## src/rtl/core/bst_pkg.sv

```systemverilog
// ----------------------------------------------------------------------------
// bst_pkg
// shared types and codes of the beacon sighting table
// ----------------------------------------------------------------------------
package bst_pkg;

  // default table depth
  localparam int TABLE_ROWS_DEF = 128;

  // depth of the queue between front and back
  localparam int QUEUE_DEPTH = 2;

  // field widths of one item and one result
  localparam int MODE_W   = 2;
  localparam int ID_W     = 32;
  localparam int TIME_W   = 16;
  localparam int RROW_W   = 7;
  localparam int STATUS_W = 3;
  localparam int IDX_W    = 7;

  // input modes
  localparam logic [MODE_W-1:0] MODE_SIGHT = 2'd0;
  localparam logic [MODE_W-1:0] MODE_CLEAR = 2'd1;
  localparam logic [MODE_W-1:0] MODE_READ  = 2'd2;

  // result status codes
  localparam logic [STATUS_W-1:0] STAT_INSERTED = 3'd0;
  localparam logic [STATUS_W-1:0] STAT_UPDATED  = 3'd1;
  localparam logic [STATUS_W-1:0] STAT_IGNORED  = 3'd2;
  localparam logic [STATUS_W-1:0] STAT_FULL     = 3'd3;
  localparam logic [STATUS_W-1:0] STAT_CLEARED  = 3'd4;
  localparam logic [STATUS_W-1:0] STAT_READ     = 3'd5;

  // operation classes handed from front to back
  typedef enum logic [1:0] {
    OP_SIGHT,
    OP_CLEAR,
    OP_READ,
    OP_IGNORE
  } op_t;

  typedef struct packed {
    op_t               op;
    logic [ID_W-1:0]   beacon_id;
    logic [TIME_W-1:0] sight_time;
    logic [RROW_W-1:0] read_row;
  } item_t;

  typedef struct packed {
    logic [STATUS_W-1:0] status;
    logic [IDX_W-1:0]    row_index;
    logic                row_used;
    logic [ID_W-1:0]     row_id;
    logic [TIME_W-1:0]   row_first_seen;
    logic [TIME_W-1:0]   row_last_seen;
  } result_t;

endpackage

```

## src/rtl/core/bst_front.sv

```systemverilog
// ----------------------------------------------------------------------------
// bst_front
// takes input transfers and sorts them into operation classes
// ----------------------------------------------------------------------------
module bst_front
  import bst_pkg::*;
(
  input  logic                clk,
  input  logic                rst,
  input  logic                s_tvalid,
  output logic                s_tready,
  input  logic [55:0]         s_tdata,
  input  logic [MODE_W-1:0]   s_tuser,
  input  logic                q_full,
  output logic                q_push,
  output item_t               q_item
);

  logic [ID_W-1:0]   beacon_id;
  logic [TIME_W-1:0] sight_time;
  logic [RROW_W-1:0] read_row;
  logic              rst_q;

  assign beacon_id  = s_tdata[31:0];
  assign sight_time = s_tdata[47:32];
  assign read_row   = s_tdata[54:48];

  // hold off for the cycle after reset so the queue is settled
  always_ff @(posedge clk) begin
    rst_q <= rst;
  end

  assign s_tready = !q_full && !rst && !rst_q;
  assign q_push   = s_tvalid && s_tready;

  always_comb begin
    q_item.beacon_id  = beacon_id;
    q_item.sight_time = sight_time;
    q_item.read_row   = read_row;
    case (s_tuser)
      MODE_SIGHT: q_item.op = (beacon_id == '0) ? OP_IGNORE : OP_SIGHT;
      MODE_CLEAR: q_item.op = OP_CLEAR;
      MODE_READ:  q_item.op = OP_READ;
      default:    q_item.op = OP_IGNORE;
    endcase
  end

endmodule

```

## config.mk

```make
export PLATFORM = sky130hd
export DESIGN_NAME = bst_front
export DESIGN_NICKNAME = d
export VERILOG_FILES = /design/src/rtl/core/bst_pkg.sv /design/src/rtl/core/bst_front.sv
export SDC_FILE = /design/constraint.sdc
export NUM_CORES = 1
export LEC_CHECK = 0
export ABC_CLOCK_PERIOD_IN_PS = 1250
export BUFFER_PORTS_ARGS = -buffer_cell sky130_fd_sc_hd__clkbuf_2
export CAP_MARGIN = 20
export CORE_MARGIN = 5
export CORE_UTILIZATION = 24
export CTS_BUF_LIST = sky130_fd_sc_hd__clkbuf_8
export DETAILED_ROUTE_END_ITERATION = 8
export PLACE_DENSITY = 0.82
export SLEW_MARGIN = 20
export SYNTH_ARGS = -nofsm -noshare
export SYNTH_HDL_FRONTEND = slang
export SYNTH_SLANG_ARGS = --single-unit
```

## constraint.sdc

```tcl
create_clock -name clk -period 1.25 [get_ports clk]
set_input_delay 0.25 -clock clk [delete_from_list [all_inputs] [get_ports clk]]
set_output_delay 0.25 -clock clk [all_outputs]
set_load 0.05 [all_outputs]
```

### After elaboration in Yosys (flattened, before gate mapping)

Cells that the tools add are included.

| word-level totals | value |
|---|---|
| bits in registers | 1 |
| output and inout port bits | 59 |

| operators by class | value |
|---|---|
| eq/ne operators | 2 |
| reductions and logical operators | 8 |
| multiplexer cells | 2 |

Operators with widths:

| operator | number |
|---|---|
| logical NOT 32 bit | 1 |
| case mux 2 bit (3 select lines) | 1 |
| logical AND 1 bit | 3 |
| logical NOT 1 bit | 3 |
| equality test 2 x 1 -> 1 bit (second input constant) | 1 |
| equality test 2 bit (second input constant) | 1 |
| logical NOT 2 bit | 1 |
| 2-to-1 mux 2 bit | 1 |

### Depth between registers and ports, before layout

Gate-level depths: netlist of the first run.

| depth | value |
|---|---|
| word-level depth | 4 |
| mapped depth | 3 |

### Worst setup path before layout of the first run

No wires, ideal clock.

| path | value |
|---|---|
| path kind | input to output |
| start | input port q_full |
| end | output port q_push |
| path buffers | 0 |
| stages | 2 |
| setup slack | -0.949 ns |
| arrival | 1.949 ns |
| path through | nor3_1 and2_1 |

| on the way | value |
|---|---|
| longest elaborated chain between the ends | 4 |

RTL lines:

| what | line | source |
|---|---|---|
| start: declaration | bst_front.sv:14 | `input logic q_full,` |
| logical NOT 1 bit | bst_front.sv:33 | `assign s_tready = !q_full && !rst && !rst_q;` |
| logical AND 1 bit (2 in a row) | bst_front.sv:33 |  |
| logical AND 1 bit | bst_front.sv:34 | `assign q_push = s_tvalid && s_tready;` |
| end: declaration | bst_front.sv:15 | `output logic q_push,` |

No other way between the ends.

==> impl_metrics.env, run 1 <==
export IMPL_drc=0
export IMPL_finalPower_mw=0.456
export IMPL_placementRows=17
export IMPL_cpMaxStageDelayCell="nor4_4"
export IMPL_synth_distinct_cells=9
export IMPL_p_leak_nw=0.413
export IMPL_post_cts_buffers=0
export IMPL_yosys_warnings=0
export IMPL_multi_input_area_um2=206
export IMPL_grt_max_degree=3
export IMPL_vias=551
export IMPL_wl_um=1570
export IMPL_grt_pass1_vias=557
export IMPL_fin_setup_tns_ps=-686
export IMPL_core_area_mm2=0.00217
export IMPL_power_density_mw_per_mm2=610
export IMPL_die_width_um=57.2
export IMPL_period_share_pct=128
export IMPL_swShare_pct=65.5
export IMPL_yosys_register_bits=1
export IMPL_violations="negative setup slack"
export IMPL_required_ps=1000
export IMPL_worstSetupStartpoint="s_tdata[1]"
export IMPL_critPathMaxFanout=2
export IMPL_max_freq_ghz=0.627
export IMPL_synth_seq_area_share_pct=3.74
export IMPL_fill_cells=237
export IMPL_p_switching_mw=0.298
export IMPL_grt_pass1_wl_um=2270
export IMPL_io_pins=121
export IMPL_p_seq_share_pct=7.8
export IMPL_drt_initial_drc_count=4
export IMPL_synth_top_area_share_pct=77.1
export IMPL_period_needed_ps=1590
export IMPL_synth_area_um2=536
export IMPL_finalSetupViolCount=2
export IMPL_diodes=0
export IMPL_postSynthAreaPerCell_um2=7.44
export IMPL_slew_headroom_pct=80.6
export IMPL_viasPerCell=4.27
export IMPL_outcome="complete, but fails checks"
export IMPL_post_route_util_pct=34.4
export IMPL_gp_congestion=0.667
export IMPL_pwr_share_comb_pct=92.2
export IMPL_synthCells=72
export IMPL_layout_drive_gt1_share_pct=93.1
export IMPL_largestRegisters="rst_q: 1 flops"
export IMPL_grt_overflow=0
export IMPL_layout_setup_ws_ps=-344
export IMPL_grtUsageTotal_pct=8.21
export IMPL_cp_start_kind="primary input"
export IMPL_cp_arrival_ps=1340
export IMPL_worst_pin_slew_ps=292
export IMPL_cts_hold_repair_buffers=0
export IMPL_die_area_mm2=0.00328
export IMPL_worstPathCellList="clkbuf_2, nor4_4, nand4_1, o31ai_4, buf_12"
export IMPL_critical_path_class="in2out"
export IMPL_hold_viol_final=0
export IMPL_initial_core_util_pct=24.7
export IMPL_largest_register="rst_q"
export IMPL_grt_antenna_before_repair=0
export IMPL_register_area_um2=20.0
export IMPL_synth_area_leaders="buf_4, nor4_1, dfxtp_1"
export IMPL_max_stage_delay_ps=290
export IMPL_ant_nets=0
export IMPL_post_drt_wl_per_cell_um=12.2
export IMPL_slew_violations=0
export IMPL_fin_nets=165
export IMPL_clkPwrFrac_pct=0
export IMPL_drtPass1Iterations=2
export IMPL_maxCapViolations=0
export IMPL_yosys_area_top_type="buf_4"
export IMPL_hold_path_class="in2reg"
export IMPL_io_buffers=73
export IMPL_rsz0062_at_grt="true"
export IMPL_syn_to_final_growth_pct=39.5
export IMPL_largest_register_ffs=1
export IMPL_vdd_drop_max_uv=221
export IMPL_worstSetupEndpointType="output port"
export IMPL_clk_pin_slew_worst_paths_ps=0
export IMPL_die_height_um=57.2
export IMPL_power_internal_mw=0.157
export IMPL_syn_nets=134
export IMPL_cp_endpoint="q_item[56]"
## power groups by stage
stage / clock [mW] / combinational (mW) / sequential, mW
4_1_cts: 0 / 0.424 / 0.0356
3_5_place_dp: 0 / 0.418 / 0.0356
5_1_grt: 0 / 0.440 / 0.0356
2_1_floorplan: 0 / 0.513 / 0.0355
6_report: 0 / 0.420 / 0.0356
3_3_place_gp: 0 / 0.413 / 0.0355
## layer usage
layer,global-route usage [%],vias up,part of all wire (%)
met2,17.1,59,51
met4,1.99,0,2.0
li1,-,250,-
met1,6.56,234,29
met5,0,-,0
met3,4.07,8,18
## cell families after synthesis
family	Yosys count	synth area share [%]
AOI/OAI and AO/OA	2	2.80
and+or+nand+nor	12	15.0
DFF	1	3.74
buffers and inverters	57	78.5
## worst min path at each step
stage,from,cells past startpoint,endpoint
global route,rst,1,rst_q
CTS,rst,1,rst_q
floorplan,rst,0,rst_q
global placement,rst,1,rst_q
detailed placement,rst,1,rst_q
finish,rst,1,rst_q
## synth_stat cells
library cell / count
and2_1: 1
buf_4: 55
dfxtp_1: 1
inv_1: 2
nand4_1: 2
nor3_1: 1
nor4_1: 7
nor4_2: 1
o31ai_1: 2
## worst max-delay path, delay by kind of cell
family | cells | cell delay, ps
AND/OR/NAND/NOR | 2 | 540
buffers and inverters | 2 | 280
AO/OA/AOI/OAI | 1 | 270
## layout make-up
class                      instances  share of cell area (%)
timing repair buffer              84                    64.0
multi-input combinational         14                    27.6
tap                               28                    4.69
sequential                         1                    2.68
inverter                           2                    1.01
## per-stage QoR
step           hold WS [ps]  cells  cell area, um^2  worst slack (ps)
2_1_floorplan           278     72              619              -298
3_3_place_gp            407    129              719              -418
3_5_place_dp            408    129              719              -405
4_1_cts                 408    129              741              -352
5_1_grt                 412    129              747              -397
6_report                405    129              747              -344
## what timing repair did
item | in CTS | in global routing
endpoints found under the setup margin | 2 | 2
gates resized for setup | 3 | 1
pin swaps | 3 | 1
## layout by cell type, fill, tap and decap left out
cell      synthesis  final
clkbuf_2          0     71
o31ai_4           0      2
buf_12            0      2
nor4_4            0      4
inv_1             2      2
dfxtp_1           1      1
nor3_4            0      1
buf_4            55     11
and2_1            1      1
nor4_2            1      3
nand4_1           2      2
nor4_1            7      1
No activity file was read; power rests on OpenSTA's default activity.
==> run 2, diff against run 1 <==
CELL_PAD_IN_SITES_DETAIL_PLACEMENT = 1   (was unset)
CELL_PAD_IN_SITES_GLOBAL_PLACEMENT = 2   (was unset)
CORE_MARGIN = unset   (was 5)
CORE_UTILIZATION = 10   (was 24)
PLACE_DENSITY = 0.94   (was 0.82)
==> run 2 against run 1 <==
Compared with the run above:
- the run still ends with negative setup slack left
- flip-flop and latch count unchanged
- critical path depth stayed put
- via count fell by 1.8%
- first-iteration DRC count down 75%
- worst hold slack got worse by 0.90 ps
- utilization fell by 19 points
- critical endpoint is now q_item[55]
- largest cell class unchanged
- highest routed layer unchanged
==> impl_metrics.env, run 2 (synthesis results as in run 1) <==
export IMPL_outcome="complete, but fails checks"
export IMPL_violations="negative setup slack"
export IMPL_core_area_mm2=0.00514
export IMPL_die_width_um=75.2
export IMPL_period_share_pct=130
export IMPL_layout_setup_ws_ps=-378
export IMPL_grt_pass1_wl_um=1880
export IMPL_max_freq_ghz=0.614
export IMPL_layout_common_cells="clkbuf_2, buf_4, nor4_4, nor4_1, buf_6"
export IMPL_viasPerCell=3.18
export IMPL_gp_congestion=0.612
export IMPL_diodes=0
export IMPL_ant_nets=0
export IMPL_post_drt_wl_per_cell_um=8.54
export IMPL_cts_hold_repair_buffers=0
export IMPL_vias=541
export IMPL_final_common_cell="clkbuf_2"
export IMPL_io_pins=121
export IMPL_grt_antenna_before_repair=0
export IMPL_grtUsageTotal_pct=4.36
export IMPL_placementRows=26
export IMPL_syn_to_final_growth_pct=45.6
export IMPL_worst_pin_slew_ps=297
export IMPL_maxCapViolations=0
export IMPL_largestRegisters="rst_q: 1 flops"
export IMPL_layout_drive_gt1_share_pct=90.0
export IMPL_finalSetupViolCount=2
export IMPL_io_buffers=73
export IMPL_place_area_um2=734
export IMPL_period_needed_ps=1630
export IMPL_wl_um=1450
export IMPL_largest_register="rst_q"
export IMPL_clk_pin_slew_worst_paths_ps=0
export IMPL_hpwl_um=1390
export IMPL_fin_nets=164
export IMPL_worstSetupEndpointType="output port"
export IMPL_critPathMaxFanout=2
export IMPL_fin_hold_ws_ps=404
export IMPL_drtPass1Iterations=4
export IMPL_grt_overflow=0
export IMPL_grt_max_degree=3
export IMPL_cp_start_kind="primary input"
export IMPL_drt_initial_drc_count=1
export IMPL_final_area_um2=779
export IMPL_p_leak_nw=0.408
export IMPL_finalNonFillerCells=170
export IMPL_initial_core_util_pct=10.4
export IMPL_largest_register_ffs=1
export IMPL_die_height_um=75.2
export IMPL_grt_pass1_vias=493
export IMPL_rsz0062_at_grt="true"
export IMPL_cp_arrival_ps=1380
export IMPL_dp_slack_ps=-498
export IMPL_drc=0
export IMPL_hold_path_class="in2reg"
export IMPL_finalPower_mw=0.448
export IMPL_critical_path_class="in2out"
export IMPL_required_ps=1000
export IMPL_die_area_mm2=0.00565
export IMPL_slew_violations=0
export IMPL_dpl_cell_count=170
export IMPL_post_cts_buffers=0
export IMPL_vdd_drop_max_uv=177
export IMPL_power_density_mw_per_mm2=575
export IMPL_slew_headroom_pct=80.0
export IMPL_hold_viol_final=0
## run 2: where the power goes
part | internal [mW] | switching [mW] | total (mW)
logic | 0.120 | 0.292 | 0.412
registers | 0.0343 | 0.00127 | 0.0356
clock network | 0 | 0 | 0
total | 0.155 | 0.293 | 0.448
## run 2: path summary, 6_finish.rpt
kind	slack (ps)	cells after the start	start	end
max	-380	5	s_tdata[10]	q_item[55]
min	400	1	rst	rst_q
## run 2: final cells by class
type / count / area, um^2
tap: 70 / 87.6
timing repair buffer: 83 / 477
multi-input combinational: 14 / 188
sequential: 1 / 20.0
fill: 639 / 4360
inverter: 2 / 7.51
## run 2: critical path: stages
cell and delay, ps:
clkbuf_2 90, nor4_1 320, nand4_1 270, o31ai_4 260, buf_8 180
## run 2: per-stage QoR
| step | setup TNS (ps) | utilization, % |
|---|---|---|
| finish | -745 | 15.2 |
| global route | -890 | 15.2 |
| CTS | -807 | 14.8 |
| detailed placement | -996 | 14.3 |
| global placement | -962 | 14.3 |
| floorplan | -834 | - |
## run 2: per-layer routing
layer | global-route usage (%) | vias to the layer above | part of all wire [%]
met4 | 0.412 | 0 | 0.28
met1 | 3.90 | 227 | 31
met3 | 0.803 | 2 | 18
li1 | - | 245 | -
met5 | 0 | - | 0
met2 | 10.0 | 67 | 50
## run 2: repair_timing
item                                    CTS  global route
pin swaps                                 2             3
gates resized for setup                   5             9
endpoints found under the setup margin    2             2
