===== config.mk =====
export PLATFORM = sky130hd
export DESIGN_NAME = bst_queue
export DESIGN_NICKNAME = d
export VERILOG_FILES = /design/src/rtl/core/bst_pkg.sv /design/src/rtl/core/bst_queue.sv
export SDC_FILE = /design/constraint.sdc
export NUM_CORES = 1
export LEC_CHECK = 0
export BUFFER_PORTS_ARGS = -buffer_cell sky130_fd_sc_hd__buf_2
export CORE_AREA = 2 2 124 126
export DETAILED_ROUTE_END_ITERATION = 8
export DIE_AREA = 0 0 126 128
export HOLD_SLACK_MARGIN = 0.06
export PLACE_DENSITY = 0.58
export SYNTH_ARGS = -nofsm -noshare
export SYNTH_HDL_FRONTEND = slang
export SYNTH_SLANG_ARGS = --single-unit

===== constraint.sdc =====
create_clock -name clk -period 5.23 [get_ports clk]
set_input_delay 1.046 -clock clk [delete_from_list [all_inputs] [get_ports clk]]
set_output_delay 1.046 -clock clk [all_outputs]
set_load 0.01 [all_outputs]

===== src/rtl/core/bst_pkg.sv =====
// ----------------------------------------------------------------------------
// bst_pkg
// shared types and codes of the beacon sighting table
// ----------------------------------------------------------------------------
package bst_pkg;

  // default table depth
  localparam int TABLE_ROWS_DEF = 128;

  // depth of the queue between front and back
  localparam int QUEUE_DEPTH = 2;

  // field widths of one item and one result
  localparam int MODE_W   = 2;
  localparam int ID_W     = 32;
  localparam int TIME_W   = 16;
  localparam int RROW_W   = 7;
  localparam int STATUS_W = 3;
  localparam int IDX_W    = 7;

  // input modes
  localparam logic [MODE_W-1:0] MODE_SIGHT = 2'd0;
  localparam logic [MODE_W-1:0] MODE_CLEAR = 2'd1;
  localparam logic [MODE_W-1:0] MODE_READ  = 2'd2;

  // result status codes
  localparam logic [STATUS_W-1:0] STAT_INSERTED = 3'd0;
  localparam logic [STATUS_W-1:0] STAT_UPDATED  = 3'd1;
  localparam logic [STATUS_W-1:0] STAT_IGNORED  = 3'd2;
  localparam logic [STATUS_W-1:0] STAT_FULL     = 3'd3;
  localparam logic [STATUS_W-1:0] STAT_CLEARED  = 3'd4;
  localparam logic [STATUS_W-1:0] STAT_READ     = 3'd5;

  // operation classes handed from front to back
  typedef enum logic [1:0] {
    OP_SIGHT,
    OP_CLEAR,
    OP_READ,
    OP_IGNORE
  } op_t;

  typedef struct packed {
    op_t               op;
    logic [ID_W-1:0]   beacon_id;
    logic [TIME_W-1:0] sight_time;
    logic [RROW_W-1:0] read_row;
  } item_t;

  typedef struct packed {
    logic [STATUS_W-1:0] status;
    logic [IDX_W-1:0]    row_index;
    logic                row_used;
    logic [ID_W-1:0]     row_id;
    logic [TIME_W-1:0]   row_first_seen;
    logic [TIME_W-1:0]   row_last_seen;
  } result_t;

endpackage


===== src/rtl/core/bst_queue.sv =====
// ----------------------------------------------------------------------------
// bst_queue
// short first-in first-out queue between front and back
// ----------------------------------------------------------------------------
module bst_queue
  import bst_pkg::*;
(
  input  logic  clk,
  input  logic  rst,
  input  logic  push,
  input  item_t push_item,
  output logic  full,
  input  logic  pop,
  output logic  not_empty,
  output item_t head
);

  localparam int PTR_W = (QUEUE_DEPTH > 1) ? $clog2(QUEUE_DEPTH) : 1;
  localparam int CNT_W = $clog2(QUEUE_DEPTH + 1);

  item_t            slots [QUEUE_DEPTH];
  logic [PTR_W-1:0] wr_ptr;
  logic [PTR_W-1:0] rd_ptr;
  logic [CNT_W-1:0] count;

  assign full      = (count == CNT_W'(QUEUE_DEPTH));
  assign not_empty = (count != '0);
  assign head      = slots[rd_ptr];

  always_ff @(posedge clk) begin
    if (push) begin
      slots[wr_ptr] <= push_item;
    end
  end

  always_ff @(posedge clk) begin
    if (rst) begin
      wr_ptr <= '0;
      rd_ptr <= '0;
      count  <= '0;
    end else begin
      if (push) begin
        wr_ptr <= (wr_ptr == PTR_W'(QUEUE_DEPTH - 1)) ? '0 : wr_ptr + 1'b1;
      end
      if (pop) begin
        rd_ptr <= (rd_ptr == PTR_W'(QUEUE_DEPTH - 1)) ? '0 : rd_ptr + 1'b1;
      end
      if (push && !pop) begin
        count <= count + 1'b1;
      end else if (pop && !push) begin
        count <= count - 1'b1;
      end
    end
  end

endmodule


### Word level (Yosys, flattened, before mapping)

Memories as Yosys holds them, arrays and structs flattened. A register that Yosys moved wholly into a read port is not among the register bits.
Cells that the tools add are included.

| operators by class | value |
|---|---|
| $add $sub $neg | 4 |
| eq/ne operators | 1 |
| muxes and demuxes | 8 |
| reductions and logical operators | 6 |

Operators by type and width:

| operator | number |
|---|---|
| $mux 1 | 6 |
| $mux 2 | 2 |
| $reduce_bool 2->1 | 2 |
| $add 1x1->1 const B | 2 |
| $add 2x1->2 const B | 1 |
| $eq 2x2->1 const B | 1 |
| $logic_and 1x1->1 | 2 |
| $logic_not 1->1 | 2 |
| $sub 2x1->2 const B | 1 |

| storage, ports and cells | value |
|---|---|
| register bits after elaboration | 4 |
| output and inout bits | 59 |
| bits in writable memories | 114 |
| word-level logic and storage cells | 23 |
| bits of input ports | 61 |
| memories kept | 1 |

Memories:

| name | words | width | rd ports | clocked after Yosys merged registers in | wr ports | line | source |
|---|---|---|---|---|---|---|---|
| slots | 2 | 57 | 1 | 1 | 1 | bst_queue.sv:21 | `item_t slots [QUEUE_DEPTH];` |

### Depth between registers and ports, before layout

Gate-level depths: netlist of the first run.

| depth | value |
|---|---|
| depth after elaboration | 4 |
| depth in mapped cells | 5 |
| mapped depth without buffers | 5 |

### Worst setup path after synthesis of the first run

No wires, ideal clock.

| timing path | value |
|---|---|
| kind | in2reg |
| start | input push |
| end | memory slots[0][0] (netlist name), enable pin |
| required time | 4.751 ns |
| setup slack | 1.190 ns |
| data arrival time | 3.561 ns |
| stages on the path | 1 |
| buffers on the path | 0 |
| setup time | 0.479 ns |
| cell sequence | nor2b_1 |

| between the ends | value |
|---|---|
| longest elaborated chain between the ends | 2 |

Ends and longest elaborated chain:

| what | line | source |
|---|---|---|
| from (decl) | bst_queue.sv:10 | `input logic push,` |
| $mux 1 | bst_queue.sv:31 | `if (push) begin` |
| $mux 1 (not written as such) | bst_queue.sv:32 | `slots[wr_ptr] <= push_item;` |
| to (decl) | bst_queue.sv:21 |  |

Every way passes these cells.

==> qor.yml, run 1 <==
status: "finished, final reports clean"
synth_top_area_share_pct: 79.12
setup_viol: 0
ys_top_cells_by_area: "edfxtp_1 79%, mux2_2 15%, dfxtp_1 2.3%, buf_6 0.78%, xnor2_1 0.40%"
reg2reg_from: "wr_ptr$_SDFFE_PP0P_"
clockBufferDepth: 2
p_leak_nw: 2.118
globalplace.congestion: 0.6631
syn_inst: 199
grt_overflow: 0
clock_skew_ns: 0.006576
first_pass_iters: 4
clk_latency_ns: 0.40
root_buffer: "clkbuf_16"
hold_depth: 2
syn_area_per_cell_sq_um: 21.74
die-area_sq_um: 16130
multiInputGateArea_sq_um: 757.0
synth_top_area_cell: "edfxtp_1"
ys_warn_count: 0
antenna_found_initial: 0
slew_headroom_pct: 42.66
cts-hold-fix-buffers: 0
ioPinCount: 120
power_density_nw_per_um2: 412.4
vias_per_cell: 4.269
fin_area_sq_um: 5637
hold_class: "reg -> reg"
cts_tree: "built"
h-tree-depth: 4
final_cell_mix: "119 x buf_2, 114 x edfxtp_1, 57 x mux2_2"
drive_gt1_share_pct: 60.23
grt_max_degree: 33
num_vias: 2284
wl_per_cell_microns: 15.32
worst_pin_slew_ns: 0.8583
hp-start: "rd_ptr$_SDFFE_PP0P_"
rr_worst_depth: 2
antenna_left: 0
hold_end: "rd_ptr$_SDFFE_PP0P_"
pre_cts_slack_ns: 2.306
cap_violations: 0
fin_tns_setup_ns: 0
grt_usage_pct: 10.75
critPathKind: "reg -> out"
peakVddDrop_v: 0.0001667
power_mw: 2.324
cts.sinks: 119
crit_arrival_ns: 2.20
row_count: 45
totalWireLength_mm: 8.195
start_kind: "flip-flop"
synth_nets: 261
dpl_cell_area_sq_um: 5139
die_y_microns: 128
synth-seq-cells: 119
finalCriticalPeriod_ns: 3.250
netlist_area_sq_um: 4327
core-area_sq_um: 14860
seqCellArea_sq_um: 3525
start_util_pct: 29.11
drt_iter0_drc: 144
fin_hold_ws_ns: 0.5092
fin_ws_ns: 1.980
crit_path_max_fanout: 32
syn2layout_area_growth_pct: 30.28
worstSetupEndpointType: "primary output"
dp_hpwl_mm: 5.260
antenna_cells: 0
timing.fmax_mhz: 307.7
grt_pass1_wl_mm: 12.59
numCtsBuffers: 17
period_share_pct: 62.14
die_w_microns: 126
critPathRequiredTime_ns: 4.18
maxSlewViolCount: 0
postCtsSetupBuffers: 0
cts-resized-gates: 0
path_clk_slew_ns: 0.05
rrSetupSlack_ns: 3.29
reg2reg_to: "slots[1][46]$_DFFE_PP_"
rsz0062_at_grt: "false"
drcViolationCount: 0
finalHoldViolCount: 0
ys_seq_area_share_pct: 81.43
io_buffers: 119
netlist-cell-type-count: 18
num-fill-cells: 1427
final_common_cell: "buf_2"
fin_nets: 396
first_global_vias: 2455
## logic make-up (layout without fill, tap and decap cells)
| logic type | Yosys count | after routing | synth area share (%) |
|---|---|---|---|
| AO/OA/AOI/OAI | 2 | 2 | 0.2311 |
| XOR/XNOR | 4 | 4 | 0.8099 |
| adder cells (fa/ha/maj) | 1 | 1 | 0.2891 |
| buffers and inverters | 7 | 155 | 1.272 |
| flip-flops | 119 | 119 | 81.43 |
| multiplexers | 57 | 57 | 14.84 |
| AND/OR/NAND/NOR | 9 | 9 | 1.128 |
## cells in the mapped netlist
cell type  count
a21oi_1        1
or3_1          1
or2_2          1
buf_4          1
xor2_1         2
inv_1          1
dfxtp_1        5
nor2b_1        1
o21ai_0        1
and2b_2        1
ha_1           1
and2_1         1
buf_6          3
edfxtp_1     114
buf_2          2
nor2_1         4
xnor2_1        2
mux2_2        57
## state kept, by name (all words and copies together), names as in the netlist, named ones only
signal / flops
rd_ptr: 1
slots: 114
wr_ptr: 1
count: 2
## how the worst max path moves through the flow
| stage | startpoint | slack, ns | to | depth (start not counted) |
|---|---|---|---|---|
| after global routing | flip-flop | 1.77 | head[33] | 3 |
| after global placement | push | 2.33 | slots[0][5]$_DFFE_PP_ | 3 |
| final | flip-flop | 1.98 | head[22] | 3 |
| after CTS | flip-flop | 1.86 | head[32] | 3 |
| after floorplan | push | 1.19 | slots[0][0]$_DFFE_PP_ | 1 |
| after detailed placement | push | 2.31 | slots[0][5]$_DFFE_PP_ | 3 |
## metrics by stage
stage | std cells | utilization [%]
finish | 535 | 37.92
global route | 535 | 37.92
CTS | 535 | 37.92
floorplan | 199 | -
detailed placement | 503 | 34.57
global placement | 503 | 34.57
## routing by layer
| metal | vias up | wire, microns | track usage, % |
|---|---|---|---|
| met4 | 0 | 142 | 6.206 |
| li1 | 1060 | - | - |
| met5 | - | 0 | 0 |
| met2 | 81 | 4124 | 16.92 |
| met1 | 1130 | 3420 | 12.32 |
| met3 | 13 | 507 | 4.591 |
## worst max-delay path, cell delays in order (launching register included)
cell     delay [ns]
dfxtp_2        0.73
buf_4          0.50
mux2_2         0.40
buf_2          0.14
## where the power goes
group	leakage, nW	internal [mW]	switching (mW)	total (mW)
Clock	0.247	0.588	0.381	0.969
Combinational	0.759	0.107	0.113	0.220
Sequential	1.11	1.11	0.0218	1.13
## cell type report
cell class / count / share of cell area [%]
Timing Repair Buffer: 122 / 10.97
Inverter: 1 / 0.06659
Multi-Input combinational cell: 73 / 13.43
Tap cell: 188 / 4.173
Clock buffer: 19 / 7.680
Clock inverter: 13 / 1.154
Sequential cell: 119 / 62.53
Power figures use the tool's default switching activity.
==> inputs of run 2 (changes only) <==
PLACE_DENSITY = 0.6   (was 0.58)
clock period = 2.7 ns   (was 5.23 ns; I/O delays follow)
==> qor.yml, run 2 (same netlist as run 1, synthesis figures left out) <==
finalCriticalPeriod_ns: 2.196
slew_headroom_pct: 66.06
start_util_pct: 29.11
final_common_cell: "buf_2"
numCtsBuffers: 17
drcViolationCount: 0
fin_nets: 399
clockBufferDepth: 2
dp_hpwl_mm: 4.984
setup_viol: 0
hold_class: "in -> reg"
drt_iter0_drc: 132
largest_reg_flops: 114
grt_overflow: 0
fin_ws_ns: 0.5044
totalWireLength_mm: 7.732
die_w_microns: 126
pre_cts_slack_ns: 0.9026
crit_arrival_ns: 1.66
power_density_nw_per_um2: 861.4
first_pass_iters: 4
path_clk_slew_ns: 0.05
multiInputGateArea_sq_um: 757.0
h-tree-depth: 4
vias_per_cell: 4.230
postCtsSetupBuffers: 0
worstSetupEndpointType: "primary output"
core-area_sq_um: 14860
grt.busiest_layer: "met2"
hold_depth: 1
antenna_found_initial: 0
final_cell_mix: "119 x buf_2, 114 x edfxtp_1, 57 x mux2_2"
ioPinCount: 120
io_buffers: 119
use_met1_pct: 11.76
row_count: 45
worst_pin_slew_ns: 0.5092
final_util_pct: 38.88
grt_util_met2_pct: 16.29
period_share_pct: 81.32
rsz0062_at_grt: "false"
grt_usage_pct: 10.23
critPathKind: "reg -> out"
power_mw: 4.978
cts.sinks: 119
dp_cells: 506
cap_violations: 0
grt_max_degree: 37
regMostFlops: "slots"
antenna_cells: 0
rr_worst_depth: 2
globalplace.congestion: 0.6593
crit_path_max_fanout: 32
seqCellArea_sq_um: 3525
drive_gt1_share_pct: 60.86
peakVddDrop_v: 0.0003890
timing.fmax_mhz: 455.5
cts_tree: "built"
dpl_cell_area_sq_um: 5161
fin_cells: 538
cts-resized-gates: 0
critPathRequiredTime_ns: 2.16
grt_pass1_wl_mm: 12.21
finalHoldViolCount: 0
clock_skew_ns: 0.006279
die-area_sq_um: 16130
num_vias: 2276
num-fill-cells: 1424
fin_tns_setup_ns: 0
fin_area_sq_um: 5779
root_buffer: "clkbuf_16"
antenna_left: 0
use_met3_pct: 5.008
reg_top3: "slots: 114 flops, count: 2 flops"
p_leak_nw: 2.190
cts-hold-fix-buffers: 0
maxSlewViolCount: 0
start_kind: "flip-flop"
syn2layout_area_growth_pct: 33.57
wl_per_cell_microns: 14.37
clk_latency_ns: 0.40
status: "finished, final reports clean"
die_y_microns: 128
fin_hold_ws_ns: 0.3219
first_global_vias: 2393
[run 2: cell count changes in the layout (fill, tap and decap cells not counted)]
cell        before  now
buf_4            3    6
bufinv_16        0    5
clkbuf_1         2    3
clkinv_1         5    3
clkinv_2         6    4
clkinv_4         1    0
clkinvlp_4       1    0
[run 2: routing by layer]
metal | wire (microns) | vias up
li1 | - | 1066
met4 | 131 | 0
met1 | 3112 | 1120
met5 | 0 | -
met2 | 3858 | 80
met3 | 630 | 10
[run 2: final timing paths]
path              slack (ns)                  start                     end
setup reg to reg        1.31    wr_ptr$_SDFFE_PP0P_  slots[1][18]$_DFFE_PP_
hold / removal          0.32          push_item[37]  slots[1][37]$_DFFE_PP_
hold reg to reg         0.51  count[1]$_SDFFE_PP0P_   count[1]$_SDFFE_PP0P_
setup / recovery        0.50              flip-flop                head[19]
[run 2: where the power goes]
group	leakage (nW)	total, mW	switching, mW	internal (mW)
Clock	0.304	2.35	0.734	1.62
Sequential	1.11	2.18	0.0276	2.16
Combinational	0.775	0.443	0.231	0.212
Total	2.19	4.98	0.993	3.99
[run 2: layout make-up]
cell class | instances | area share, %
clock inverter | 12 | 3.139
clock buffer | 20 | 7.556
multi-input combinational | 73 | 13.10
timing repair buffer | 125 | 11.08
tap | 188 | 4.070
sequential | 119 | 60.99
inverter | 1 | 0.06495
[run 2: worst max-delay path: stages, from the launching register on]
cell and delay (ns):
dfxtp_2 0.32, buf_4 0.36, mux2_2 0.40, buf_2 0.14
==> inputs of run 3 (changes only) <==
ABC_AREA = 1   (was default)
CORE_AREA = 2 2 125 127   (was 2 2 124 126)
DIE_AREA = 0 0 127 129   (was 0 0 126 128)
clock period = 2 ns   (was 2.7 ns; I/O delays follow)
==> qor.yml, run 3 <==
status: "finished, final reports clean"
synthMuxAreaShare_pct: 16.92
start_kind: "flip-flop"
die_w_microns: 127
yosys.area_share.simple_pct: 1.375
rsz0062_at_grt: "true"
dp_hpwl_mm: 5.303
final_cell_mix: "119 x buf_2, 114 x edfxtp_1, 32 x mux2_4"
finalHoldViolCount: 0
fin_hold_ws_ns: 0.1827
synth_nets: 272
ys_top_cells_by_area: "edfxtp_1 77%, mux2_4 10%, mux2_2 6.8%, dfxtp_1 2.2%, buf_6 1.0%"
antenna_left: 0
start_util_pct: 29.77
synth_xor_area_share_pct: 0.1964
cts.sinks: 119
clock_skew_ns: 0.003952
crit_path_max_fanout: 25
clockBufferDepth: 2
hp-start: "push_item[31]"
totalWireLength_mm: 8.161
yosysMostFrequentCell: "edfxtp_1"
critPathRequiredTime_ns: 1.60
syn_inst: 210
dp_cells: 517
globalplace.congestion: 0.6166
crit_buf_inv: 2
grt_pass1_wl_mm: 12.16
cap_violations: 0
worstSetupEndpointType: "primary output"
period_share_pct: 96.47
synth_compound_area_share_pct: 0.2245
core-area_sq_um: 14980
grt_overflow: 0
row_count: 45
hold_depth: 1
final_common_cell: "buf_2"
h-tree-depth: 4
clk_latency_ns: 0.41
reg2reg_to: "slots[1][24]$_DFFE_PP_"
reg_top3: "slots: 114 flops, count: 2 flops"
fin_nets: 411
first_pass_iters: 4
slew_headroom_pct: 69.15
syn_area_per_cell_sq_um: 21.23
finalCriticalPeriod_ns: 1.929
wl_per_cell_microns: 14.84
crit_arrival_ns: 1.53
drcViolationCount: 0
path_clk_slew_ns: 0.05
critPathKind: "reg -> out"
first_global_vias: 2445
synth_top_family_by_area: "multiplexers"
power_density_nw_per_um2: 1076
drive_gt1_share_pct: 58.29
synth_common_cells: "114 x edfxtp_1, 30 x mux2_4, 27 x mux2_2, 9 x inv_1"
synth_edf_count: 114
grt_usage_pct: 10.15
synthAdderAreaFrac_pct: 0.2806
largest_reg_flops: 114
rrSetupSlack_ns: 0.70
netlist_area_sq_um: 4459
maxSlewViolCount: 0
numCtsBuffers: 17
worst_pin_slew_ns: 0.4628
hold_end: "slots[1][31]$_DFFE_PP_"
fin_cells: 550
cpPeakStageDelay_ns: 0.41
synth_top_area_cell: "edfxtp_1"
syn2layout_area_growth_pct: 32.32
async_flop_share_pct: 0
ioPinCount: 120
cp_top_family: "flip-flops"
peakVddDrop_v: 0.0004913
netlist-cell-type-count: 16
num_vias: 2321
p_leak_nw: 2.325
path_cells: "buf_12, mux2_2, buf_2"
antenna_cells: 0
antenna_found_initial: 0
drt_iter0_drc: 93
cts_tree: "built"
vias_per_cell: 4.220
ys_seq_area_share_pct: 79.01
synth-seq-cells: 119
reg2reg_from: "wr_ptr$_SDFFE_PP0P_"
synth_top_area_share_pct: 76.77
root_buffer: "clkbuf_16"
die_y_microns: 129
timing.fmax_mhz: 518.3
grt_max_degree: 34
setup_viol: 0
ys_warn_count: 0
regMostFlops: "slots"
synth_flop_cell: "edfxtp_1"
io_buffers: 119
slowest_stage: "dfxtp_4"
die-area_sq_um: 16380
hold_class: "in -> reg"
rr_worst_depth: 3
[run 3: timing repair]
item                       in CTS  in global routing
hold buffers                    0                  0
resized for setup               0                  3
setup endpoints to repair       0                  5
setup buffers                   0                  0
[run 3: metal layers]
layer | share of wire [%] | global-route usage [%] | up-vias
met5 | 0 | 0 | -
met4 | 1.4 | 4.848 | 0
met3 | 6.7 | 4.948 | 7
met2 | 51 | 17.08 | 83
met1 | 41 | 10.76 | 1143
li1 | - | - | 1088
[run 3: cell type report]
| type | instances | area (sq um) |
|---|---|---|
| Inverter | 9 | 33.78 |
| Clock inverter | 14 | 115.1 |
| Timing Repair Buffer | 126 | 698.2 |
| Sequential cell | 119 | 3527 |
| Multi-Input combinational cell | 76 | 862.1 |
| Clock buffer | 18 | 429.2 |
| Fill cell | 1417 | 9076 |
| Tap cell | 188 | 235.2 |
[run 3: cells by family after synthesis]
logic type / after synthesis
AO/OA/AOI/OAI: 2
XOR/XNOR: 1
adder cells (fa/ha/maj): 1
buffers and inverters: 15
flip-flops: 119
multiplexers: 57
AND/OR/NAND/NOR: 15
[run 3: worst max-delay path by stage]
stage	startpoint	cells after the start	to
CTS	flip-flop	3	head[36]
detailed placement	flip-flop	3	head[56]
floorplan	push	2	slots[1][0]$_DFFE_PP_
global route	flip-flop	3	head[5]
finish	flip-flop	3	head[43]
global placement	flip-flop	3	head[36]
[run 3: report_power, final]
group	internal [mW]	switching, mW	leakage [nW]
Combinational	0.328	0.311	0.944
Sequential	2.89	0.0389	1.11
Clock	1.79	0.994	0.268
[run 3: through the flow]
| step | setup WS [ns] | power (mW) | util, % | TNS (ns) | instance area [sq um] |
|---|---|---|---|---|---|
| final | 0.07069 | 6.346 | 39.40 | 0 | 5901 |
| after detailed placement | 0.4663 | 3.607 | 35.50 | 0 | 5316 |
| after global placement | 0.4788 | 3.585 | 35.50 | 0 | 5316 |
| after CTS | 0.01831 | 6.425 | 39.13 | 0 | 5861 |
| after global routing | -0.006350 | 6.589 | 39.40 | -0.01738 | 5901 |
| after floorplan | 0.01241 | 3.345 | - | 0 | 4467 |
